File: src/hdl/spq_pkg.sv
// spq_pkg: entry, result types and command/status codes for the sorted priority queue.
// Used by spq_mem, spq_ctrl and sorted_priority_queue. No dependencies.
`default_nettype none

package spq_pkg;

  localparam logic CMD_INSERT = 1'b0;
  localparam logic CMD_DELETE = 1'b1;

  localparam logic [1:0] ST_INSERTED  = 2'd0;
  localparam logic [1:0] ST_DELETED   = 2'd1;
  localparam logic [1:0] ST_UNDERFLOW = 2'd2;
  localparam logic [1:0] ST_OVERFLOW  = 2'd3;

  localparam int OCC_W = 5;

  typedef struct packed {
    logic signed [31:0] value;
    logic signed [31:0] prio;
  } entry_t;

  typedef struct packed {
    logic [1:0]         status;
    logic signed [31:0] value;
    logic signed [31:0] prio;
    logic [OCC_W-1:0]   occupancy;
  } res_t;

  // signed a <= b
  function automatic logic prio_le(input logic signed [31:0] a, input logic signed [31:0] b);
    return a <= b;
  endfunction

endpackage

`default_nettype wire

File: src/hdl/spq_mem.sv
// spq_mem: entry store, one write port and one read port, registered read data.
// Depends on spq_pkg (entry_t).
`default_nettype none

module spq_mem #(
  parameter int DEPTH = 16,
  parameter int AW    = 4
) (
  input  wire logic           clk,
  input  wire logic           we,
  input  wire logic [AW-1:0]  waddr,
  input  wire spq_pkg::entry_t wdata,
  input  wire logic           re,
  input  wire logic [AW-1:0]  raddr,
  output spq_pkg::entry_t     rdata
);
  import spq_pkg::*;

  entry_t mem [DEPTH];
  entry_t rdata_r;

  always_ff @(posedge clk) begin
    if (we) begin
      mem[waddr] <= wdata;
    end
  end

  always_ff @(posedge clk) begin
    if (re) begin
      rdata_r <= mem[raddr];
    end
  end

  assign rdata = rdata_r;

endmodule

`default_nettype wire

File: src/hdl/spq_ctrl.sv
// spq_ctrl: sequencer that keeps the store as a sorted circular list.
// Depends on spq_pkg; drives the ports of spq_mem.
`default_nettype none

module spq_ctrl #(
  parameter int CAPACITY = 16,
  parameter int AW       = 4,
  parameter int CW       = 5
) (
  input  wire logic               clk,
  input  wire logic               rst_n,
  input  wire logic               in_valid,
  output logic                    in_stall,
  input  wire logic               in_cmd,
  input  wire logic signed [31:0] in_item_value,
  input  wire logic signed [31:0] in_item_priority,
  output logic                    res_valid,
  input  wire logic               res_take,
  output spq_pkg::res_t           res,
  output logic                    mem_we,
  output logic [AW-1:0]           mem_waddr,
  output spq_pkg::entry_t         mem_wdata,
  output logic                    mem_re,
  output logic [AW-1:0]           mem_raddr,
  input  wire spq_pkg::entry_t    mem_rdata
);
  import spq_pkg::*;

  localparam logic [2:0] S_IDLE   = 3'd0;
  localparam logic [2:0] S_DEL_RD = 3'd1;
  localparam logic [2:0] S_INS_HD = 3'd2;
  localparam logic [2:0] S_SCAN   = 3'd3;
  localparam logic [2:0] S_DONE   = 3'd4;

  localparam logic [AW-1:0] LAST = AW'(CAPACITY - 1);
  localparam logic [CW-1:0] FULL = CW'(CAPACITY);

  function automatic logic [AW-1:0] inc(input logic [AW-1:0] p);
    return (p == LAST) ? '0 : p + AW'(1);
  endfunction

  function automatic logic [AW-1:0] dec(input logic [AW-1:0] p);
    return (p == '0) ? LAST : p - AW'(1);
  endfunction

  logic [2:0]      state_r, state_nxt;
  logic [AW-1:0]   head_r, head_nxt;
  logic [AW-1:0]   tail_r, tail_nxt;   // next free slot
  logic [CW-1:0]   count_r, count_nxt;
  logic [AW-1:0]   scan_r, scan_nxt;   // slot whose data returns this cycle
  logic [AW-1:0]   wp_r, wp_nxt;       // hole left by the shift
  entry_t          new_r, new_nxt;
  logic [1:0]      status_r, status_nxt;
  entry_t          out_r, out_nxt;

  always_comb begin
    state_nxt  = state_r;
    head_nxt   = head_r;
    tail_nxt   = tail_r;
    count_nxt  = count_r;
    scan_nxt   = scan_r;
    wp_nxt     = wp_r;
    new_nxt    = new_r;
    status_nxt = status_r;
    out_nxt    = out_r;
    mem_we     = 1'b0;
    mem_waddr  = tail_r;
    mem_wdata  = new_r;
    mem_re     = 1'b0;
    mem_raddr  = head_r;

    case (state_r)
      S_IDLE: begin
        if (in_valid) begin
          new_nxt.value = in_item_value;
          new_nxt.prio  = in_item_priority;
          out_nxt       = '0;
          if (in_cmd == CMD_DELETE) begin
            if (count_r == '0) begin
              status_nxt = ST_UNDERFLOW;
              state_nxt  = S_DONE;
            end else begin
              mem_re    = 1'b1;
              mem_raddr = head_r;
              state_nxt = S_DEL_RD;
            end
          end else if (count_r == FULL) begin
            status_nxt = ST_OVERFLOW;
            state_nxt  = S_DONE;
          end else if (count_r == '0) begin
            // empty: drop straight into the free slot
            mem_we          = 1'b1;
            mem_waddr       = tail_r;
            mem_wdata.value = in_item_value;
            mem_wdata.prio  = in_item_priority;
            tail_nxt        = inc(tail_r);
            count_nxt       = count_r + CW'(1);
            status_nxt      = ST_INSERTED;
            state_nxt       = S_DONE;
          end else begin
            mem_re    = 1'b1;
            mem_raddr = head_r;
            state_nxt = S_INS_HD;
          end
        end
      end

      S_DEL_RD: begin
        out_nxt    = mem_rdata;
        head_nxt   = inc(head_r);
        count_nxt  = count_r - CW'(1);
        status_nxt = ST_DELETED;
        state_nxt  = S_DONE;
      end

      S_INS_HD: begin
        status_nxt = ST_INSERTED;
        if (prio_le(new_r.prio, mem_rdata.prio)) begin
          // tie with head goes in front
          mem_we    = 1'b1;
          mem_waddr = dec(head_r);
          head_nxt  = dec(head_r);
          count_nxt = count_r + CW'(1);
          state_nxt = S_DONE;
        end else begin
          mem_re    = 1'b1;
          mem_raddr = dec(tail_r);
          scan_nxt  = dec(tail_r);
          wp_nxt    = tail_r;
          state_nxt = S_SCAN;
        end
      end

      S_SCAN: begin
        // walk back from the tail; the head always stops the walk
        mem_we = 1'b1;
        if (prio_le(mem_rdata.prio, new_r.prio)) begin
          mem_waddr = wp_r;
          mem_wdata = new_r;
          tail_nxt  = inc(tail_r);
          count_nxt = count_r + CW'(1);
          state_nxt = S_DONE;
        end else begin
          mem_waddr = wp_r;
          mem_wdata = mem_rdata;
          wp_nxt    = scan_r;
          scan_nxt  = dec(scan_r);
          mem_re    = 1'b1;
          mem_raddr = dec(scan_r);
        end
      end

      S_DONE: begin
        if (res_take) begin
          state_nxt = S_IDLE;
        end
      end

      default: begin
        state_nxt = S_IDLE;
      end
    endcase
  end

  always_ff @(posedge clk) begin
    if (!rst_n) begin
      state_r <= S_IDLE;
      head_r  <= '0;
      tail_r  <= '0;
      count_r <= '0;
    end else begin
      state_r <= state_nxt;
      head_r  <= head_nxt;
      tail_r  <= tail_nxt;
      count_r <= count_nxt;
    end
  end

  always_ff @(posedge clk) begin
    scan_r   <= scan_nxt;
    wp_r     <= wp_nxt;
    new_r    <= new_nxt;
    status_r <= status_nxt;
    out_r    <= out_nxt;
  end

  assign in_stall      = (state_r != S_IDLE);
  assign res_valid     = (state_r == S_DONE);
  assign res.status    = status_r;
  assign res.value     = out_r.value;
  assign res.prio      = out_r.prio;
  assign res.occupancy = OCC_W'(count_r);

endmodule

`default_nettype wire

File: src/hdl/sorted_priority_queue.sv
// sorted_priority_queue: top level, minimum-first queue kept sorted in one RAM.
// Depends on spq_pkg, spq_mem and spq_ctrl.
//
// Usage:
//   Input channel in_valid/in_stall carries in_cmd (0 insert, 1 delete head),
//   in_item_value and in_item_priority. A transfer happens when in_valid is
//   high and in_stall low. The block works on one command at a time.
//   Result channel out_valid/out_stall carries out_status, out_value,
//   out_priority and out_occupancy; exactly one result per command.
//   From the input transfer to out_valid: underflow, overflow and insert
//   into an empty queue go straight to the result; delete and insert at
//   or before the head first read the head; insert behind the head then
//   walks back from the tail, shifting each entry with a larger priority
//   value one slot tailward.
//   The next command is taken in the cycle after the result moves into the
//   output register. The shift walk is the cost of an insert: the single RAM
//   moves one entry per cycle, read and write in the same cycle.
//   Entries live in a circular buffer: delete advances the head pointer,
//   an insert in front of the head backs it up.
//   Reset (rst_n low, synchronous) empties the queue; RAM contents are not
//   cleared since only occupied slots are ever read.
//   A stalled result holds in the output register; the sequencer may still
//   take one new command and finish it, then waits until the register frees.
`default_nettype none

module sorted_priority_queue #(
  parameter int CAPACITY = 16
) (
  input  wire logic               clk,
  input  wire logic               rst_n,
  input  wire logic               in_valid,
  output logic                    in_stall,
  input  wire logic               in_cmd,
  input  wire logic signed [31:0] in_item_value,
  input  wire logic signed [31:0] in_item_priority,
  output logic                    out_valid,
  input  wire logic               out_stall,
  output logic [1:0]              out_status,
  output logic signed [31:0]      out_value,
  output logic signed [31:0]      out_priority,
  output logic [4:0]              out_occupancy
);
  import spq_pkg::*;

  localparam int AW = $clog2(CAPACITY);
  localparam int CW = $clog2(CAPACITY + 1);

  logic            mem_we;
  logic [AW-1:0]   mem_waddr;
  entry_t          mem_wdata;
  logic            mem_re;
  logic [AW-1:0]   mem_raddr;
  entry_t          mem_rdata;

  logic            res_valid;
  logic            res_take;
  res_t            res;

  logic            out_valid_r, out_valid_nxt;
  res_t            out_r;

  spq_mem #(
    .DEPTH (CAPACITY),
    .AW    (AW)
  ) u_mem (
    .clk   (clk),
    .we    (mem_we),
    .waddr (mem_waddr),
    .wdata (mem_wdata),
    .re    (mem_re),
    .raddr (mem_raddr),
    .rdata (mem_rdata)
  );

  spq_ctrl #(
    .CAPACITY (CAPACITY),
    .AW       (AW),
    .CW       (CW)
  ) u_ctrl (
    .clk              (clk),
    .rst_n            (rst_n),
    .in_valid         (in_valid),
    .in_stall         (in_stall),
    .in_cmd           (in_cmd),
    .in_item_value    (in_item_value),
    .in_item_priority (in_item_priority),
    .res_valid        (res_valid),
    .res_take         (res_take),
    .res              (res),
    .mem_we           (mem_we),
    .mem_waddr        (mem_waddr),
    .mem_wdata        (mem_wdata),
    .mem_re           (mem_re),
    .mem_raddr        (mem_raddr),
    .mem_rdata        (mem_rdata)
  );

  // output register: free when empty or its transfer completes this cycle
  assign res_take = !out_valid_r || !out_stall;

  always_comb begin
    out_valid_nxt = out_valid_r;
    if (res_valid && res_take) begin
      out_valid_nxt = 1'b1;
    end else if (out_valid_r && !out_stall) begin
      out_valid_nxt = 1'b0;
    end
  end

  always_ff @(posedge clk) begin
    if (!rst_n) begin
      out_valid_r <= 1'b0;
    end else begin
      out_valid_r <= out_valid_nxt;
    end
  end

  always_ff @(posedge clk) begin
    if (res_valid && res_take) begin
      out_r <= res;
    end
  end

  assign out_valid     = out_valid_r;
  assign out_status    = out_r.status;
  assign out_value     = out_r.value;
  assign out_priority  = out_r.prio;
  assign out_occupancy = out_r.occupancy;

endmodule

`default_nettype wire

File: config.mk
export PLATFORM = sky130hd
export DESIGN_NAME = sorted_priority_queue
export DESIGN_NICKNAME = d
export VERILOG_FILES = /design/src/hdl/spq_pkg.sv /design/src/hdl/spq_mem.sv /design/src/hdl/spq_ctrl.sv /design/src/hdl/sorted_priority_queue.sv
export SDC_FILE = /design/constraint.sdc
export NUM_CORES = 2
export LEC_CHECK = 0
export BUFFER_PORTS_ARGS = -buffer_cell sky130_fd_sc_hd__buf_4
export CORE_MARGIN = 2
export CORE_UTILIZATION = 65
export CTS_CLUSTER_DIAMETER = 100
export DETAILED_ROUTE_END_ITERATION = 8
export GPL_TIMING_DRIVEN = 0
export PLACE_DENSITY = 0.8
export SETUP_SLACK_MARGIN = 0.02
export SYNTH_ARGS = -nofsm -noshare
export SYNTH_HDL_FRONTEND = slang
export SYNTH_SLANG_ARGS = --single-unit
export TNS_END_PERCENT = 30
File: constraint.sdc
create_clock -name clk -period 9.9 [get_ports clk]
set_input_delay 0.495 -clock clk [delete_from_list [all_inputs] [get_ports clk]]
set_output_delay 0.495 -clock clk [all_outputs]
set_load 0.05 [all_outputs]
**Word level (Yosys, flattened, before mapping)**

Memories as Yosys holds them, arrays and structs flattened. A register that Yosys moved wholly into a read port is not among the register bits.
Index checks and enable logic that the tools add are counted.

- Add/subtract/negate cells: 7
- $lt $le $gt $ge: 2
- Equality and inequality tests: 18
- Mux-type cells: 71
- Reductions and logical operators: 26

Operators by type and width:

| operator | number |
|---|---|
| $mux 64 | 6 |
| $pmux 64 s2 | 2 |
| $mux 4 | 18 |
| $le 32x32->1 | 2 |
| $pmux 4 s2 | 6 |
| $mux 5 | 6 |
| $mux 3 | 8 |
| $pmux 5 s4 | 1 |
| $mux 1 | 15 |
| $pmux 3 s5 | 1 |
| $logic_not 4->1 | 3 |
| $sub 4x1->4 const B | 3 |
| $mux 2 | 5 |
| $ne 2x2->1 const B | 5 |
| $reduce_bool 2->1 | 5 |
| $add 4x1->4 const B | 2 |
| $eq 4x4->1 const B | 2 |
| $ne 2x1->1 const B | 4 |
| $reduce_and 7->1 | 1 |
| $eq 3x2->1 const B | 2 |
| $pmux 1 s3 | 2 |
| $pmux 2 s3 | 1 |
| $reduce_and 2->1 | 3 |
| $reduce_and 3->1 | 2 |
| other kinds (16) | 19 |

- Register bits after elaboration: 226
- Bits in writable memories: 1,024
- Input bits: 69
- Memories kept: 1

Memories:

| memory | words | bits a word | read ports | clocked after Yosys merged registers in | write ports | RTL line | source |
|---|---|---|---|---|---|---|---|
| u_mem.mem | 16 | 64 | 1 | 1 | 1 | spq_mem.sv:19 | `entry_t mem [DEPTH];` |

**Longest topological paths before layout**

- Depth after elaboration: 8
- Gate-level depth with buffers: 16
- Gate-level depth less buffers: 12

**By module**

A second synthesis with hierarchy kept.

- Cell total of the unflattened synthesis: 2,424
- Area total of the unflattened synthesis: 50,531.0 µm²

By module, submodules not included:

| module | times used | cells an instance | area an instance (µm²) | sequential area each (µm²) |
|---|---|---|---|---|
| spq_mem | 1 | 1,647 | 40,223.6 | 32,671.3 |
| spq_ctrl | 1 | 701 | 8,134.1 | 4,464.3 |
| sorted_priority_queue | 1 | 76 | 2,173.3 | 2,152.1 |

**Least setup slack after synthesis**

No wires, ideal clock.

- Kind: reg-to-reg
- From: register u_ctrl.state_r[0]
- To: register, netlist name u_mem.rdata[0]
- Library setup time: 574 ps
- Arrival time: 5,666 ps
- Required time: 9,326 ps
- Setup slack: 3,660 ps
- Stages on the path, launching flop included: 5
- Period minus slack after synthesis: 6,240 ps
- Cell sequence: dfxtp_1 clkbuf_1 nor3_1 nand2_1 o21ai_0

- Cells in the longest elaborated chain, start to end: 2
- Elaborated cells on any way between the ends: 5

RTL lines:

| what | RTL line | source |
|---|---|---|
| start: declaration | spq_ctrl.sv:46 | `logic [2:0] state_r, state_nxt;` |
| start signal: assignment | spq_ctrl.sv:172 | `state_r <= state_nxt;` |
| $eq 3x2->1 or $logic_not 3->1 (tied branches) | spq_ctrl.sv:72 | `case (state_r)` |
| $pmux 1 s3 (*) | spq_ctrl.sv:72 |  |
| net mem_re | sorted_priority_queue.sv:51 | `logic mem_re;` |

Mark *: on every way through the listed nets, which the timed path passes. The rest lies on a longest branch.
A chain may end at the register's enable or synchronous reset.

**Final worst setup path**

- From: register, netlist name u_mem.rdata[7]
- To: register, netlist name u_mem.rdata[36]

- Cells in the longest elaborated chain, start to end: 3
- Elaborated cells on any way between the ends: 8

RTL lines:

| what | RTL line | source |
|---|---|---|
| $le 32x32->1 | spq_pkg.sv:31 | `return a <= b;` |
| $mux 1 (on tied branches) | spq_ctrl.sv:137, spq_ctrl.sv:118 |  |
| $pmux 1 s3 (*) | spq_ctrl.sv:72 |  |
| net mem_re | sorted_priority_queue.sv:51 |  |

Marks and branches as above.

==> qor.yml <==
run_status:
  status: "finished, final reports clean"
critical_path:
  arrival_ps: 6830
  cp_data_required_time_ps: 10270
  path_class: "reg2reg"
  crit_path_end_kind: "flop"
  crit_fanout: 25
  cp-start-kind: "flop"
clocking:
  cts_tree: "done"
  cts_resized: 0
  root_buffer: "clkbuf_16"
  clock_path_buffers: 3
  clk_pin_slew_worst_paths_ps: 60
  clk_latency_ps: 690
  cts_sinks: 1314
  htreeDepth: 3
  cts-buffers-inserted: 120
logic_synthesis:
  yosysUniqueCellTypes: 56
  synth_top_area_share_pct: 76.52
  synth-seq-cells: 1314
  yosys-top-cells-count: "1,297 x edfxtp_1, 520 x mux2i_1, 256 x o22ai_1"
  synth_enable_flop_cells: 1297
  synth_area_mm2: 0.05090
  async_flop_share_pct: 0
  synth_area_leader_cell: "edfxtp_1"
  syn-num-nets: 3011
  ys.flop_type: "edfxtp_1"
  synth_area_leaders: "edfxtp_1 77%, mux2i_1 10%, o22ai_1 3.1%"
  synth.avg_cell_area_um2: 17.56
  synthCells: 2898
  yosysMostFrequentCell: "edfxtp_1"
  ys_warn_count: 0
  yosysSeqAreaShare_pct: 77.19
placed_design:
  io_buffers: 141
  dpl-instance-area_mm2: 0.05458
  dp_cells: 4131
  post-place-ws_ps: 3699
  place_congestion: 0.8649
  dp_hpwl_mm: 78.86
layout:
  diodes: 0
  final_area_mm2: 0.05897
  syn_to_final_growth_pct: 15.87
  drive_gt1_share_pct: 14.43
  nets: 3379
  finalNonFillerCells: 4408
power_and_ir_drop:
  swShare_pct: 31.10
  p_leak_uw: 0.01930
  power.density_mw_per_mm2: 277.7
  internal_power_uw: 11290
  ir_drop_mv: 0.1753
  sequentialPowerShare_pct: 46.4
  combPwrFrac_pct: 25.8
  switching_power_uw: 5094
  pwr-share-clk_pct: 27.8
sta:
  rsz0062_at_grt: "false"
  min_period_over_period_pct: 65.26
  maxSlewHeadroom_pct: 24.65
  fin_tns_setup_ps: 0
  finClkSkew_ps: 25.84
  hold_violations: 0
  layout_setup_ws_ps: 3439
  max_freq_mhz: 154.8
  setup_viol: 0
  drv_slew: 0
  min_period_ps: 6461
  worst_slew_pin_slew_ps: 1128
global_routing:
  groute.usage.overall_pct: 31.33
  grt_max_degree: 42
  antenna_found_initial: 4
  grt_pass1_wl_mm: 185.3
  overflow: 0
  grt_pass1_vias: 29170
drt:
  drc_errors: 0
  vias_per_cell: 6.672
  drt-pass1-iter-count: 5
  wl_mm: 127.3
  drtIter0Drc: 4128
  dr_total_vias: 29410
  wl_per_cell_um: 28.89
  drt.antenna.violating_nets: 0
floorplanning:
  die_h_um: 283.8
  start_util_pct: 65.70
  die_area_mm2: 0.08055
  rows: 102
  ios: 142
  dieWidth_um: 283.8
  coreArea_mm2: 0.07747
worst_hold_path:
  hp-class: "in2reg"
run:
  maxCapViolations: 0
[power by group through the flow]
stage / Clock, uW / Sequential, uW / Combinational (uW)
after global placement: 0 / 7790 / 3790
final: 4550 / 7600 / 4220
after detailed placement: 0 / 7690 / 4110
after global routing: 4780 / 7640 / 4440
after CTS: 4560 / 7590 / 4160
after floorplan: 0 / 8000 / 2300
[critical path, cell delays in order (launching register included)]
cell	delay (ps)
edfxtp_1	400
inv_1	100
ha_1	270
a21oi_1	170
nand3_1	110
a221oi_1	530
a31oi_1	280
a2111oi_2	990
and2_1	260
buf_2	560
clkbuf_1	890
clkbuf_1	500
nor2_1	220
o21ai_4	120
buf_12	220
buf_12	230
buf_12	220
[layout make-up]
class                      instances  area (um^2)
sequential                      1314        39290
fill                            4068        18490
multi-input combinational       1391        10790
clock buffer                     148         3181
timing repair buffer             246         2758
tap                             1040         1301
buffer                           143        788.3
clock inverter                    76        676.9
inverter                          50        190.2
[path summary, 6_finish.rpt]
path | from | to | slack (ps) | cells after the start
setup / recovery | u_mem.rdata[7] | u_mem.rdata[36] | 3440 | 16
hold / removal | in_item_value[3] | u_ctrl.new_r[35] | 20 | 1
hold reg to reg | u_ctrl.res[43] | out_value[6] | 410 | 0
setup reg to reg | u_mem.rdata[7] | u_mem.rdata[36] | 3440 | 16
[state kept, by name (all words and copies together) (netlist names)]
signal / count
out_occupancy: 5
out_priority: 32
out_status: 2
out_valid: 1
out_value: 32
u_ctrl.count_r: 5
u_ctrl.head_r: 4
u_ctrl.new_r: 64
u_ctrl.res: 64
u_ctrl.scan_r: 4
u_ctrl.state_r: 3
u_ctrl.status_r: 2
u_ctrl.tail_r: 4
u_ctrl.wp_r: 4
u_mem.mem: 1024
u_mem.rdata: 64
[logic make-up (layout without fill, tap and decap cells)]
| family | after synthesis | after routing | synth area share (%) |
|---|---|---|---|
| muxes | 523 | 523 | 10.29 |
| DFF | 1314 | 1314 | 77.19 |
| xor gates and xnor gates | 7 | 7 | 0.1205 |
| and+or+nand+nor | 397 | 397 | 3.985 |
| AOI/OAI and AO/OA | 420 | 420 | 5.396 |
| buffers and inverters | 193 | 663 | 1.915 |
| adders and majority gates | 44 | 44 | 1.096 |
[layer usage]
metal,GRT usage [%],vias up,part of all wire (%)
li1,-,12260,-
met1,42.54,14710,37
met2,50.72,2123,48
met3,6.334,312,11
met4,11.98,4,3.5
met5,0,-,0.047
[cells in the final DEF, fill, tap and decap left out, types with 33 or more instances in the layout]
cell	instances
mux2i_1	520
buf_4	152
and2_1	40
nand2_1	160
edfxtp_1	1297
clkbuf_1	71
buf_12	35
ha_1	43
inv_1	48
a22oi_1	68
nor2_1	52
buf_2	53
clkbuf_16	122
dlygate4sd3_1	53
o22ai_1	256
or4_1	65
clkinv_1	33
[through the flow]
stage | hold WS (ps) | utilization [%] | power, uW
after detailed placement | 404.5 | 70.46 | 11800
after floorplan | 400.3 | - | 10290
after CTS | 3.016 | 76.13 | 16310
final | 23.75 | 76.13 | 16380
after global placement | 400.4 | 68.75 | 11570
after global routing | 5.489 | 76.13 | 16860
[repair_timing]
action	in CTS	in global routing
hold buffers	53	0
buffers inserted	0	0
hold endpoints to repair	53	0
(Power assumes the default switching activity.)
